<file path="config.mk">
export PLATFORM = sky130hd
export DESIGN_NAME = lax_wendroff_advection_step_unit_flat
export DESIGN_NICKNAME = d
export VERILOG_FILES = /design/src/hw/rtl/lwa_pkg.sv /design/src/hw/rtl/lwa_if.sv /design/src/hw/rtl/lwa_cfg.sv /design/src/hw/rtl/lwa_window.sv /design/src/hw/rtl/lwa_calc.sv /design/src/hw/rtl/lax_wendroff_advection_step_unit.sv /design/src/flat_wrapper.sv
export SDC_FILE = /design/constraint.sdc
export NUM_CORES = 2
export LEC_CHECK = 0
export BUFFER_PORTS_ARGS = -buffer_cell sky130_fd_sc_hd__buf_2
export CORE_MARGIN = 2
export CORE_UTILIZATION = 50
export DETAILED_ROUTE_END_ITERATION = 10
export GPL_TIMING_DRIVEN = 0
export PLACE_DENSITY_LB_ADDON = 0.05
export SETUP_SLACK_MARGIN = 0.1
export SLEW_MARGIN = 40
export SYNTH_ARGS = -nofsm -noshare
export SYNTH_HDL_FRONTEND = slang
export SYNTH_SLANG_ARGS = --single-unit
</file>
<file path="constraint.sdc">
create_clock -name i_clk -period 11.8 [get_ports i_clk]
set_clock_uncertainty 0.15 [all_clocks]
set_input_delay 2.36 -clock i_clk [delete_from_list [all_inputs] [get_ports i_clk]]
set_output_delay 2.36 -clock i_clk [all_outputs]
set_load 0.01 [all_outputs]
</file>
<file path="src/hw/rtl/lwa_pkg.sv">
// Shared types and constants of the Lax-Wendroff advection step unit.
package lwa_pkg;

    localparam int SAMPLE_W   = 24;
    localparam int INDEX_W    = 10;
    localparam int COURANT_W  = 16;
    localparam int GRID_W     = 11;
    localparam int HALF_C2_W  = 18;
    localparam int CFG_DATA_W = 16;
    localparam int CFG_IDX_W  = 1;

    localparam logic [CFG_IDX_W-1:0] CFG_COURANT   = 1'b0;
    localparam logic [CFG_IDX_W-1:0] CFG_GRID_SIZE = 1'b1;

    localparam logic signed [COURANT_W-1:0] COURANT_RESET = 16'sd8192;
    localparam logic [GRID_W-1:0]           GRID_RESET    = 11'd1024;
    localparam logic [HALF_C2_W-1:0]        HALF_C2_RESET = 18'd2048;

    typedef logic signed [SAMPLE_W-1:0] t_sample;
    typedef logic [INDEX_W-1:0]         t_index;

    typedef struct packed {
        logic signed [COURANT_W-1:0] courant;
        logic [HALF_C2_W-1:0]        half_c2;
        logic [GRID_W-1:0]           grid_size;
    } t_cfg;

    typedef struct packed {
        t_sample fm;
        t_sample f;
        t_sample fp;
        t_index  idx;
        logic    last;
    } t_job;

    typedef enum logic [1:0] {
        ST_STREAM,
        ST_EDGE,
        ST_WRAP
    } t_tail_state;

endpackage

</file>
<file path="src/hw/rtl/lwa_if.sv">
// Stream interfaces for grid samples in and updated points out.
interface lwa_in_if;
    import lwa_pkg::*;
    logic    valid;
    logic    ready;
    t_sample sample;
    modport source (output valid, output sample, input ready);
    modport sink (input valid, input sample, output ready);
endinterface

interface lwa_out_if;
    import lwa_pkg::*;
    logic    valid;
    logic    ready;
    t_sample new_value;
    t_index  point_index;
    logic    last;
    modport source (output valid, output new_value, output point_index, output last,
                    input ready);
    modport sink (input valid, input new_value, input point_index, input last,
                  output ready);
endinterface

</file>
<file path="src/hw/rtl/lwa_cfg.sv">
// Configuration registers and the derived half courant squared term.
module lwa_cfg
    import lwa_pkg::*;
(
    input  logic                  i_clk,
    input  logic                  i_rst_n,
    input  logic                  i_cfg_we,
    input  logic [CFG_IDX_W-1:0]  i_cfg_idx,
    input  logic [CFG_DATA_W-1:0] i_cfg_data,
    output t_cfg                  o_cfg
);

    logic signed [COURANT_W-1:0] r_courant;
    logic [HALF_C2_W-1:0]        r_half_c2;
    logic [GRID_W-1:0]           r_grid_size;
    logic signed [COURANT_W-1:0] wr_courant;
    logic signed [2*COURANT_W-1:0] c_sq;
    logic [2*COURANT_W:0]        c_sq_rnd;
    logic [HALF_C2_W-1:0]        n_half_c2;

    always_comb begin
        wr_courant = $signed(i_cfg_data[COURANT_W-1:0]);
        c_sq       = wr_courant * wr_courant;
        c_sq_rnd   = {1'b0, $unsigned(c_sq)} + (33'd1 << 14);
        n_half_c2  = c_sq_rnd[15 +: HALF_C2_W];
    end

    always_ff @(posedge i_clk) begin
        if (!i_rst_n) begin
            r_courant   <= COURANT_RESET;
            r_half_c2   <= HALF_C2_RESET;
            r_grid_size <= GRID_RESET;
        end else if (i_cfg_we) begin
            case (i_cfg_idx)
                CFG_COURANT: begin
                    r_courant <= wr_courant;
                    r_half_c2 <= n_half_c2;
                end
                CFG_GRID_SIZE: begin
                    r_grid_size <= i_cfg_data[GRID_W-1:0];
                end
                default: begin
                    r_courant <= r_courant;
                end
            endcase
        end
    end

    assign o_cfg.courant   = r_courant;
    assign o_cfg.half_c2   = r_half_c2;
    assign o_cfg.grid_size = r_grid_size;

endmodule

</file>
<file path="src/hw/rtl/lwa_window.sv">
// Neighbor window, arrival counter and job issue for each grid point.
module lwa_window
    import lwa_pkg::*;
#(
    parameter int MAX_POINTS = 1024
)
(
    input  logic   i_clk,
    input  logic   i_rst_n,
    input  t_cfg   i_cfg,
    lwa_in_if.sink i_in,
    output t_job   o_job,
    output logic   o_job_valid,
    input  logic   i_job_ready
);

    localparam int CNT_W = $clog2(MAX_POINTS);
    localparam int NW    = (CNT_W + 1 > GRID_W) ? CNT_W + 1 : GRID_W;
    localparam int WW    = NW + INDEX_W;

    t_tail_state      r_state, n_state;
    logic [CNT_W-1:0] r_count, n_count;
    logic             r_job_valid, n_job_valid;
    t_job             r_job, n_job;
    t_sample          r_first, n_first;
    t_sample          r_second, n_second;
    t_sample          r_older, n_older;
    t_sample          r_newer, n_newer;
    t_sample          r_last_s, n_last_s;
    t_index           r_last_idx, n_last_idx;

    logic [NW-1:0] grid_ext;
    logic [NW-1:0] n_eff;
    logic [NW-1:0] k_ext;
    logic [WW-1:0] idx_prev_w;
    logic [WW-1:0] idx_cur_w;
    logic          is_last;
    logic          slot_free;
    logic          accept;

    always_comb begin
        grid_ext = NW'(i_cfg.grid_size);
        if (grid_ext < NW'(3)) begin
            n_eff = NW'(3);
        end else if (grid_ext > NW'(MAX_POINTS)) begin
            n_eff = NW'(MAX_POINTS);
        end else begin
            n_eff = grid_ext;
        end
        k_ext      = NW'(r_count);
        is_last    = (k_ext >= n_eff - NW'(1));
        idx_prev_w = WW'(k_ext - NW'(1));
        idx_cur_w  = WW'(k_ext);
    end

    assign slot_free   = !r_job_valid || i_job_ready;
    assign i_in.ready  = slot_free && (r_state == ST_STREAM);
    assign accept      = i_in.valid && i_in.ready;
    assign o_job       = r_job;
    assign o_job_valid = r_job_valid;

    always_comb begin
        n_state     = r_state;
        n_count     = r_count;
        n_job_valid = r_job_valid && !i_job_ready;
        n_job       = r_job;
        n_first     = r_first;
        n_second    = r_second;
        n_older     = r_older;
        n_newer     = r_newer;
        n_last_s    = r_last_s;
        n_last_idx  = r_last_idx;
        case (r_state)
            ST_EDGE: begin
                if (slot_free) begin
                    n_job_valid = 1'b1;
                    n_job.fm    = r_newer;
                    n_job.f     = r_last_s;
                    n_job.fp    = r_first;
                    n_job.idx   = r_last_idx;
                    n_job.last  = 1'b0;
                    n_state     = ST_WRAP;
                end
            end
            ST_WRAP: begin
                if (slot_free) begin
                    n_job_valid = 1'b1;
                    n_job.fm    = r_last_s;
                    n_job.f     = r_first;
                    n_job.fp    = r_second;
                    n_job.idx   = '0;
                    n_job.last  = 1'b1;
                    n_state     = ST_STREAM;
                end
            end
            default: begin
                if (accept) begin
                    if (r_count == CNT_W'(0)) begin
                        n_first = i_in.sample;
                        n_newer = i_in.sample;
                        n_count = CNT_W'(1);
                    end else if (r_count == CNT_W'(1)) begin
                        n_second = i_in.sample;
                        n_older  = r_newer;
                        n_newer  = i_in.sample;
                        n_count  = CNT_W'(2);
                    end else begin
                        n_job_valid = 1'b1;
                        n_job.fm    = r_older;
                        n_job.f     = r_newer;
                        n_job.fp    = i_in.sample;
                        n_job.idx   = idx_prev_w[INDEX_W-1:0];
                        n_job.last  = 1'b0;
                        if (is_last) begin
                            n_last_s   = i_in.sample;
                            n_last_idx = idx_cur_w[INDEX_W-1:0];
                            n_count    = '0;
                            n_state    = ST_EDGE;
                        end else begin
                            n_older = r_newer;
                            n_newer = i_in.sample;
                            n_count = r_count + CNT_W'(1);
                        end
                    end
                end
            end
        endcase
    end

    always_ff @(posedge i_clk) begin
        if (!i_rst_n) begin
            r_state     <= ST_STREAM;
            r_count     <= '0;
            r_job_valid <= 1'b0;
        end else begin
            r_state     <= n_state;
            r_count     <= n_count;
            r_job_valid <= n_job_valid;
        end
    end

    always_ff @(posedge i_clk) begin
        r_job      <= n_job;
        r_first    <= n_first;
        r_second   <= n_second;
        r_older    <= n_older;
        r_newer    <= n_newer;
        r_last_s   <= n_last_s;
        r_last_idx <= n_last_idx;
    end

`ifndef ASSERT_OFF
    a_last_sample_opens_tail: assert property (@(posedge i_clk) disable iff (!i_rst_n)
        accept && (r_count > CNT_W'(1)) && is_last |=> (r_state == ST_EDGE) && r_job_valid)
        else $error("last sample did not start the boundary points");
    a_tail_blocks_input: assert property (@(posedge i_clk) disable iff (!i_rst_n)
        (r_state != ST_STREAM) |-> !i_in.ready)
        else $error("input taken while boundary points are pending");
    a_wrap_point_is_zero: assert property (@(posedge i_clk) disable iff (!i_rst_n)
        r_job_valid && r_job.last |-> (r_job.idx == '0))
        else $error("final point of a step has a nonzero index");
`endif

endmodule

</file>
<file path="src/hw/rtl/lwa_calc.sv">
// Two-stage datapath: products, then rounding, sum and saturation into the result register.
module lwa_calc
    import lwa_pkg::*;
(
    input  logic       i_clk,
    input  logic       i_rst_n,
    input  t_cfg       i_cfg,
    input  t_job       i_job,
    input  logic       i_job_valid,
    output logic       o_job_ready,
    lwa_out_if.source  o_out
);

    localparam int P1W  = COURANT_W + SAMPLE_W + 1;
    localparam int P2W  = HALF_C2_W + 1 + SAMPLE_W + 2;
    localparam int SUMW = SAMPLE_W + 10;

    logic                   r_v2;
    logic                   r_v3;
    logic signed [P1W-1:0]  r_p1;
    logic signed [P2W-1:0]  r_p2;
    t_sample                r_f2;
    t_index                 r_idx2;
    logic                   r_last2;
    t_sample                r_value;
    t_index                 r_idx3;
    logic                   r_last3;

    logic                   rdy2;
    logic                   rdy3;
    logic signed [SAMPLE_W:0]      d1;
    logic signed [SAMPLE_W+1:0]    d2;
    logic signed [HALF_C2_W:0]     hc2_s;
    logic signed [P1W-1:0]         n_p1;
    logic signed [P2W-1:0]         n_p2;
    logic signed [P1W:0]           b1;
    logic signed [P2W:0]           b2;
    logic signed [SUMW-1:0]        sum;
    t_sample                       n_value;

    assign rdy3        = !r_v3 || o_out.ready;
    assign rdy2        = !r_v2 || rdy3;
    assign o_job_ready = rdy2;

    always_comb begin
        d1    = (SAMPLE_W+1)'(i_job.fp) - (SAMPLE_W+1)'(i_job.fm);
        d2    = (SAMPLE_W+2)'(i_job.fp) - ((SAMPLE_W+2)'(i_job.f) <<< 1)
              + (SAMPLE_W+2)'(i_job.fm);
        hc2_s = $signed({1'b0, i_cfg.half_c2});
        n_p1  = i_cfg.courant * d1;
        n_p2  = hc2_s * d2;
    end

    always_comb begin
        b1  = (P1W+1)'(r_p1) + (P1W+1)'(1 << 14);
        b2  = (P2W+1)'(r_p2) + (P2W+1)'(1 << 13);
        sum = SUMW'(r_f2) - SUMW'(b1 >>> 15) + SUMW'(b2 >>> 14);
        if (sum > SUMW'(8388607)) begin
            n_value = 24'sh7FFFFF;
        end else if (sum < -SUMW'(8388608)) begin
            n_value = 24'sh800000;
        end else begin
            n_value = sum[SAMPLE_W-1:0];
        end
    end

    always_ff @(posedge i_clk) begin
        if (!i_rst_n) begin
            r_v2 <= 1'b0;
            r_v3 <= 1'b0;
        end else begin
            if (rdy2) begin
                r_v2 <= i_job_valid;
            end
            if (rdy3) begin
                r_v3 <= r_v2;
            end
        end
    end

    always_ff @(posedge i_clk) begin
        if (rdy2 && i_job_valid) begin
            r_p1    <= n_p1;
            r_p2    <= n_p2;
            r_f2    <= i_job.f;
            r_idx2  <= i_job.idx;
            r_last2 <= i_job.last;
        end
        if (rdy3 && r_v2) begin
            r_value <= n_value;
            r_idx3  <= r_idx2;
            r_last3 <= r_last2;
        end
    end

    assign o_out.valid       = r_v3;
    assign o_out.new_value   = r_value;
    assign o_out.point_index = r_idx3;
    assign o_out.last        = r_last3;

`ifndef ASSERT_OFF
    a_stage_moves_on: assert property (@(posedge i_clk) disable iff (!i_rst_n)
        r_v2 && rdy3 |=> r_v3)
        else $error("product stage lost an item");
    a_stall_keeps_products: assert property (@(posedge i_clk) disable iff (!i_rst_n)
        r_v2 && !rdy2 |=> r_v2 && $stable(r_p1) && $stable(r_p2))
        else $error("stalled products changed");
`endif

endmodule

</file>
<file path="src/hw/rtl/lax_wendroff_advection_step_unit.sv">
// Top level of the Lax-Wendroff advection step unit.
// Usage: grid samples of the old field (signed Q8.16) enter on i_in, one per
// transfer, in index order 0 to N-1, where N is the grid_size register clamped
// to [3, MAX_POINTS]. Samples 0 and 1 give no result; sample i gives point i-1,
// and the last sample gives points N-2, N-1 and 0, the last one flagged by last.
// Each result on o_out carries new_value and point_index.
// Path: the window registers the job of each transferred sample, the datapath
// registers its products, and the result register then drives o_out.
// Throughput is one sample per cycle while o_out.ready stays high; after the last
// sample of a step, i_in.ready stays low while the two boundary points go to the datapath.
// Configuration: i_cfg_we writes i_cfg_data into register i_cfg_idx (0 is the
// courant number, signed Q2.14; 1 is the grid size); write only while idle.
// Reset (synchronous, active low) empties the pipeline, restarts the step at
// index 0 and loads courant 0.5 and grid size 1024.
// When the receiver holds o_out.ready low, the result register holds and the
// two pipeline stages behind it still fill before i_in.ready drops.
module lax_wendroff_advection_step_unit
    import lwa_pkg::*;
#(
    parameter int MAX_POINTS = 1024
)
(
    input  logic                  i_clk,
    input  logic                  i_rst_n,
    input  logic                  i_cfg_we,
    input  logic [CFG_IDX_W-1:0]  i_cfg_idx,
    input  logic [CFG_DATA_W-1:0] i_cfg_data,
    lwa_in_if.sink                i_in,
    lwa_out_if.source             o_out
);

    t_cfg cfg;
    t_job job;
    logic job_valid;
    logic job_ready;

    lwa_cfg u_cfg (
        .i_clk      (i_clk),
        .i_rst_n    (i_rst_n),
        .i_cfg_we   (i_cfg_we),
        .i_cfg_idx  (i_cfg_idx),
        .i_cfg_data (i_cfg_data),
        .o_cfg      (cfg)
    );

    lwa_window #(
        .MAX_POINTS (MAX_POINTS)
    ) u_window (
        .i_clk       (i_clk),
        .i_rst_n     (i_rst_n),
        .i_cfg       (cfg),
        .i_in        (i_in),
        .o_job       (job),
        .o_job_valid (job_valid),
        .i_job_ready (job_ready)
    );

    lwa_calc u_calc (
        .i_clk       (i_clk),
        .i_rst_n     (i_rst_n),
        .i_cfg       (cfg),
        .i_job       (job),
        .i_job_valid (job_valid),
        .o_job_ready (job_ready),
        .o_out       (o_out)
    );

endmodule
</file>
<file path="src/flat_wrapper.sv">
// flat-port wrapper written by rule: the top's interface ports become plain ports
module lax_wendroff_advection_step_unit_flat import lwa_pkg::*;
#(
    parameter int MAX_POINTS = 1024
)
  (i_clk, i_rst_n, i_cfg_we, i_cfg_idx, i_cfg_data, i_in_valid, i_in_sample, i_in_ready, o_out_valid, o_out_new_value, o_out_point_index, o_out_last, o_out_ready);
  lwa_in_if i_in_i ();
  lwa_out_if o_out_i ();
  input  logic i_clk;
  input  logic i_rst_n;
  input  logic i_cfg_we;
  input  logic [CFG_IDX_W-1:0] i_cfg_idx;
  input  logic [CFG_DATA_W-1:0] i_cfg_data;
  input wire logic [$bits(i_in_i.valid)-1:0] i_in_valid;
  input wire logic [$bits(i_in_i.sample)-1:0] i_in_sample;
  output wire logic [$bits(i_in_i.ready)-1:0] i_in_ready;
  output wire logic [$bits(o_out_i.valid)-1:0] o_out_valid;
  output wire logic [$bits(o_out_i.new_value)-1:0] o_out_new_value;
  output wire logic [$bits(o_out_i.point_index)-1:0] o_out_point_index;
  output wire logic [$bits(o_out_i.last)-1:0] o_out_last;
  input wire logic [$bits(o_out_i.ready)-1:0] o_out_ready;
  assign i_in_i.valid = i_in_valid;
  assign i_in_i.sample = i_in_sample;
  assign i_in_ready = i_in_i.ready;
  assign o_out_valid = o_out_i.valid;
  assign o_out_new_value = o_out_i.new_value;
  assign o_out_point_index = o_out_i.point_index;
  assign o_out_last = o_out_i.last;
  assign o_out_i.ready = o_out_ready;
  lax_wendroff_advection_step_unit #(.MAX_POINTS(MAX_POINTS)) u_core (.i_clk(i_clk), .i_rst_n(i_rst_n), .i_cfg_we(i_cfg_we), .i_cfg_idx(i_cfg_idx), .i_cfg_data(i_cfg_data), .i_in(i_in_i), .o_out(o_out_i));
endmodule
</file>
# After elaboration in Yosys (flattened, before gate mapping)
# Cells that the tools add are included.
dict set report classes {
  n_eq_ne 9
  n_reduce_logical 27
  bitwise 4
  mux 29
  magnitude_cmp 5
  mul 3
  shifts 0
  addsub 11
  n_div 0
}
# cell n
set ops {}
lappend ops {{two-way mux 83 bit} 5}
lappend ops {{case mux 83 bit (2 select lines)} 1}
lappend ops {{two-way mux 24 bit} 6}
lappend ops {{adder 45 x 15 -> 46 bit (second input constant)} 1}
lappend ops {{multiplier 19 x 26 -> 45 bit} 1}
lappend ops {{adder 41 x 16 -> 42 bit (second input constant)} 1}
lappend ops {{multiplier 16 x 25 -> 41 bit} 1}
lappend ops {{adder 28 x 32 -> 33 bit} 1}
lappend ops {{adder 32 x 15 -> 33 bit (second input constant)} 1}
lappend ops {{greater-than comparator 33 x 24 -> 1 bit (second input constant)} 1}
lappend ops {{< comparator 33 x 24 -> 1 bit (second input constant)} 1}
lappend ops {{multiplier 16 x 16 -> 32 bit} 1}
lappend ops {{two-way mux 10 bit} 3}
lappend ops {{subtractor 24 x 27 -> 28 bit} 1}
lappend ops {{adder 26 x 24 -> 26 bit} 1}
lappend ops {{subtractor 24 x 25 -> 26 bit} 1}
lappend ops {{subtractor 24 x 24 -> 25 bit} 1}
lappend ops {{two-way mux 11 bit} 2}
lappend ops {{two-way mux 2 bit} 6}
lappend ops {{greater-or-equal comparator 10 x 11 -> 1 bit} 1}
lappend ops {{greater-than comparator 11 bit (second input constant)} 1}
lappend ops {{< comparator 11 x 2 -> 1 bit (second input constant)} 1}
lappend ops {{subtractor 11 x 1 -> 11 bit (second input constant)} 1}
lappend ops {{adder 10 x 1 -> 10 bit (second input constant)} 1}
lappend ops {{other kinds (22)} 47}
dict set report totals {
  wordCells 115
  memories 0
  latch_bits 0
  ram_bits 0
  mem_bits_ro 0
  ff_bits 429
  output_inout_bits 37
  in_bits 46
}

# Longest topological paths before layout
dict set report logic_depth {
  depth_word 10
  mapped_depth 39
  depth_no_buf 38
}

# Cells and area by module
# Synthesis repeated with hierarchy kept, for this count alone.
dict set report unflattened {
  hier_cells 6348
  hier_area_um2 61251.2
}
# mod cells_each area_per_inst_um2 instances seq_area_each_um2
set by_module_without_submodules {}
lappend by_module_without_submodules {lwa_calc 4427 40994.3 1 3913.8}
lappend by_module_without_submodules {lwa_cfg 1245 10984.3 1 900.9}
lappend by_module_without_submodules {lwa_window 676 9272.6 1 6656.4}

# Least setup slack after synthesis
# OpenSTA, ideal clock, no wires.
dict set report synth_timing {
  kind {input -> register}
  start {in o_out_ready}
  end {reg u_core.u_calc.r_f2[0], enable pin}
  stages 2
  n_path_buf 0
  setup_time_ps 690
  t_required_ps 10960
  arrival_ps 9255
  setup_slack_ps 1704
  path_cell_list {nor2b_1 a21boi_0}
}
dict set report synth_via {
  elab_chain_cells 3
}
# item line_no
set synth_lines {}
lappend synth_lines {{from (decl)} flat_wrapper.sv:21} ;# input wire logic [$bits(o_out_i.ready)-1:0] o_out_ready;
lappend synth_lines {{logical OR 1 bit} lwa_calc.sv:41} ;# assign rdy3 = !r_v3 || o_out.ready;
lappend synth_lines {{logical OR 1 bit} lwa_calc.sv:42} ;# assign rdy2 = !r_v2 || rdy3;
lappend synth_lines {{logical AND 1 bit} lwa_calc.sv:82} ;# if (rdy2 && i_job_valid) begin
lappend synth_lines {{to (signal assigned)} lwa_calc.sv:85} ;# r_f2 <= i_job.f;
lappend synth_lines {{to (decl)} lwa_calc.sv:22} ;# t_sample r_f2;
# No other way between the ends.
# A chain may end at the register's enable or synchronous reset.

# Final worst setup path
dict set report layout_timing {
  start {reg u_core.u_window.r_job, in the netlist u_core.u_window.o_job[36]}
  end {reg u_core.u_calc.r_p2[43], data pin}
}
dict set report layout_via {
  elab_chain_cells 3
}
# item line_no
set layout_lines {}
lappend layout_lines {{from (decl)} lwa_window.sv:24} ;# t_job r_job, n_job;
lappend layout_lines {{from (signal assigned)} lwa_window.sv:143} ;# r_job <= n_job;
lappend layout_lines {{subtractor 24 x 25 -> 26 bit} lwa_calc.sv:47} ;# d2 = (SAMPLE_W+2)'(i_job.fp) - ((SAMPLE_W+2)'(i_job.f) <<< 1)
lappend layout_lines {{adder 26 x 24 -> 26 bit} lwa_calc.sv:48} ;# + (SAMPLE_W+2)'(i_job.fm);
lappend layout_lines {{multiplier 19 x 26 -> 45 bit} lwa_calc.sv:51} ;# n_p2 = hc2_s * d2;
lappend layout_lines {{net u_core.u_calc.n_p2[43]} lwa_calc.sv:35} ;# logic signed [P2W-1:0] n_p2;
lappend layout_lines {{to (signal assigned)} lwa_calc.sv:84} ;# r_p2 <= n_p2;
lappend layout_lines {{to (decl)} lwa_calc.sv:21} ;# logic signed [P2W-1:0] r_p2;
# The timed path passes the listed nets, and every way through them passes these cells.

==> flow_summary.ini <==
[yosys]
synth_top_family_by_area = adder cells
synth_compound_area_frac = 0.07145
ys_top_cells_by_area = fa_1 38%, edfxtp_1 17%, inv_1 8.9%
yosys.area_share.simple = 0.1326
synth_warnings = 0
synth_area_per_cell_um2 = 9.694
synth_cell_types = 76
synth.most_common_cell = inv_1
yosys.area.top_type = fa_1
netlist_area_mm2 = 0.06043
yosys-top-cells-count = 1439 x inv_1, 1142 x fa_1, 717 x nand2_1
synth_top_area_share = 0.3783
ys_ff_latch = 402
synth_xor_area_frac = 0.03623
synthAdderAreaFrac = 0.4605
muxShareOfSynthArea = 0.004389
synth_edf_count = 342
synthArstFlopShare = 0
ys_seq_area_frac = 0.1898
syn-num-nets = 7819
synth_ff_type = edfxtp_1
synthesis.instances = 6234

[setup_path]
crit_start = u_core.u_window.o_job[36]
slowest_stage = xor2_2
cp.arrival_ns = 11.28
endpoint_kind = flop
slowest_delay_ns = 0.72
worst_setup_path_start_kind = flop
cp_common_cell = fa_1
r2r_start = u_core.u_window.o_job[36]
critPathMaxFanout = 10
crit_type = flop to flop
crit_required_ns = 11.96

[global_routing]
grt_pass1_vias = 45020
grt_start_max_net_pins = 32
overflow = 0
antenna_found_initial = 14
grt_pass1_wl_um = 268200
groute.usage.overall = 0.2897

[timing]
slew_headroom = 0.4009
min_period_over_period = 0.9422
fin_crit_ns = 11.12
timing.fmax_mhz = 89.94
worst_pin_slew_ns = 0.8986
rsz0062_at_grt = false
setup_violations = 0
finalMaxSlewViolations = 0
final-hold-violation-count = 0

[drt]
drt_first_pass_iters = 6
ant_nets = 0
routed_wl_um = 171200
drc = 0
vias_per_cell = 5.301
drt_iter0_markers = 2992
num_vias = 42670
detail_route.wl_per_cell_um = 21.27

[finish]
drive_gt1_frac = 0.04836
multiInputGateArea_mm2 = 0.04307
final_area_mm2 = 0.06540
final_nets = 7980
syn_to_final_growth_pct = 8.228
nFillCells = 11040
register_area_mm2 = 0.01147
fin_util = 0.5452

[clock_network]
clk_pin_slew_ns = 0.06
clk_latency_ns = 0.60
cts.sink_count = 402
htree_levels = 2
postCtsHoldBufs = 0
cts_buffer_depth = 3
cts_root_buf = clkbuf_16
cts_tree = yes
cts_buffers = 45

[die]
initial_core_util = 0.5037
core-area_mm2 = 0.1200
io_pins = 83
dieWidth_um = 351.7
die_h_um = 351.7
die-area_mm2 = 0.1237
rows = 127

[hold_path]
worstHoldStart = u_core.u_window.o_job[8]
hold_class = flop to flop

[run]
cap_viol_max_count = 0

[placement]
globalplace.congestion = 0.9473
io_buffers = 82
dpl-instance-area_mm2 = 0.06364
hpwl_um = 143700

[outcome]
outcome = complete, no violations
-- cells in the final DEF, fill, tap and decap left out, types with 97 or more instances in the layout --
master	n
ha_1	396
and2_1	390
edfxtp_1	342
a21oi_1	228
nor2_1	202
nand2_1	717
inv_1	1439
fa_1	1142
xnor2_1	137
o21ai_0	97
clkbuf_1	211
-- per-layer routing --
metal	global-route usage	wire, µm	part of all wire
met4	0.07509	4874	0.028
met1	0.4105	75480	0.44
met3	0.03217	10020	0.059
met5	0	90	0.00053
met2	0.4765	80760	0.47
-- sequential cells by signal, summed over array words and instances (netlist names) --
signal,count
u_core.u_cfg.r_half_c2,18
u_core.u_calc.o_out.last,1
u_core.u_window.r_first,24
u_core.u_calc.o_out.point_index,10
u_core.u_window.r_count,10
u_core.u_calc.r_f2,24
u_core.u_window.r_last_s,24
u_core.u_calc.r_p1,27
u_core.u_window.r_newer,24
u_core.u_cfg.r_grid_size,11
u_core.u_cfg.r_courant,16
u_core.u_window.r_last_idx,10
u_core.u_window.r_state,2
u_core.u_window.o_job_valid,1
u_core.u_calc.r_v2,1
u_core.u_calc.r_last2,1
u_core.u_calc.o_out.new_value,24
u_core.u_calc.o_out.valid,1
u_core.u_window.o_job,83
u_core.u_window.r_second,24
u_core.u_calc.r_p2,32
u_core.u_calc.r_idx2,10
u_core.u_window.r_older,24
-- worst paths after layout --
check / cells past startpoint / end / slack [ns]
max reg2reg: 36 / u_core.u_calc.r_p2[43] / 0.68
max: 36 / u_core.u_calc.r_p2[43] / 0.68
min reg2reg: 0 / u_core.u_calc.r_idx2[7] / 0.27
min: 0 / u_core.u_calc.r_idx2[7] / 0.27
-- repair_timing --
action	CTS	global route
pin swaps	0	2
hold endpoints to repair	0	0
setup endpoints to repair	5	7
buffers inserted	0	2
gates resized for setup	3	14
-- cells by family after synthesis --
logic type,after synthesis
buf+inv,1685
mux,25
flops,402
xor+xnor,250
fa+ha+maj,1539
compound gates,674
simple gates,1659
-- cell type report --
cell class | count | area share
Antenna cell | 6 | 0.0002296
Buffer | 242 | 0.01456
Clock buffer | 51 | 0.01852
Clock inverter | 32 | 0.006409
Inverter | 1441 | 0.08270
Multi-Input combinational cell | 4147 | 0.6585
Sequential cell | 402 | 0.1754
Tap cell | 1612 | 0.03084
Timing Repair Buffer | 116 | 0.01284
-- critical path, delay by kind of cell, from the launching register on --
family                   cells  cell delay [ns]
adder cells (fa/ha/maj)      9             4.33
flip-flops                   1             0.47
buffers and inverters        5             0.68
AO/OA/AOI/OAI               16             3.72
AND/OR/NAND/NOR              4             0.57
XOR/XNOR                     2             0.87
-- metrics by stage --
| stage | setup TNS [ns] | instances | setup WS [ns] | hold WS [ns] |
|---|---|---|---|---|
| after floorplan | 0 | 6234 | 1.704 | 0.2503 |
| after global placement | -244.33 | 7928 | -2.578 | 0.2521 |
| after detailed placement | -0.2529 | 7959 | -0.1860 | 0.2545 |
| after CTS | 0 | 8042 | 0.1995 | 0.2696 |
| after global routing | 0 | 8044 | 0.1265 | 0.2760 |
| final | 0 | 8049 | 0.6815 | 0.2693 |
Power is left out: the tool's default activity adds up to more than one toggle a clock period on the data nets, which glitch-free logic cannot reach.
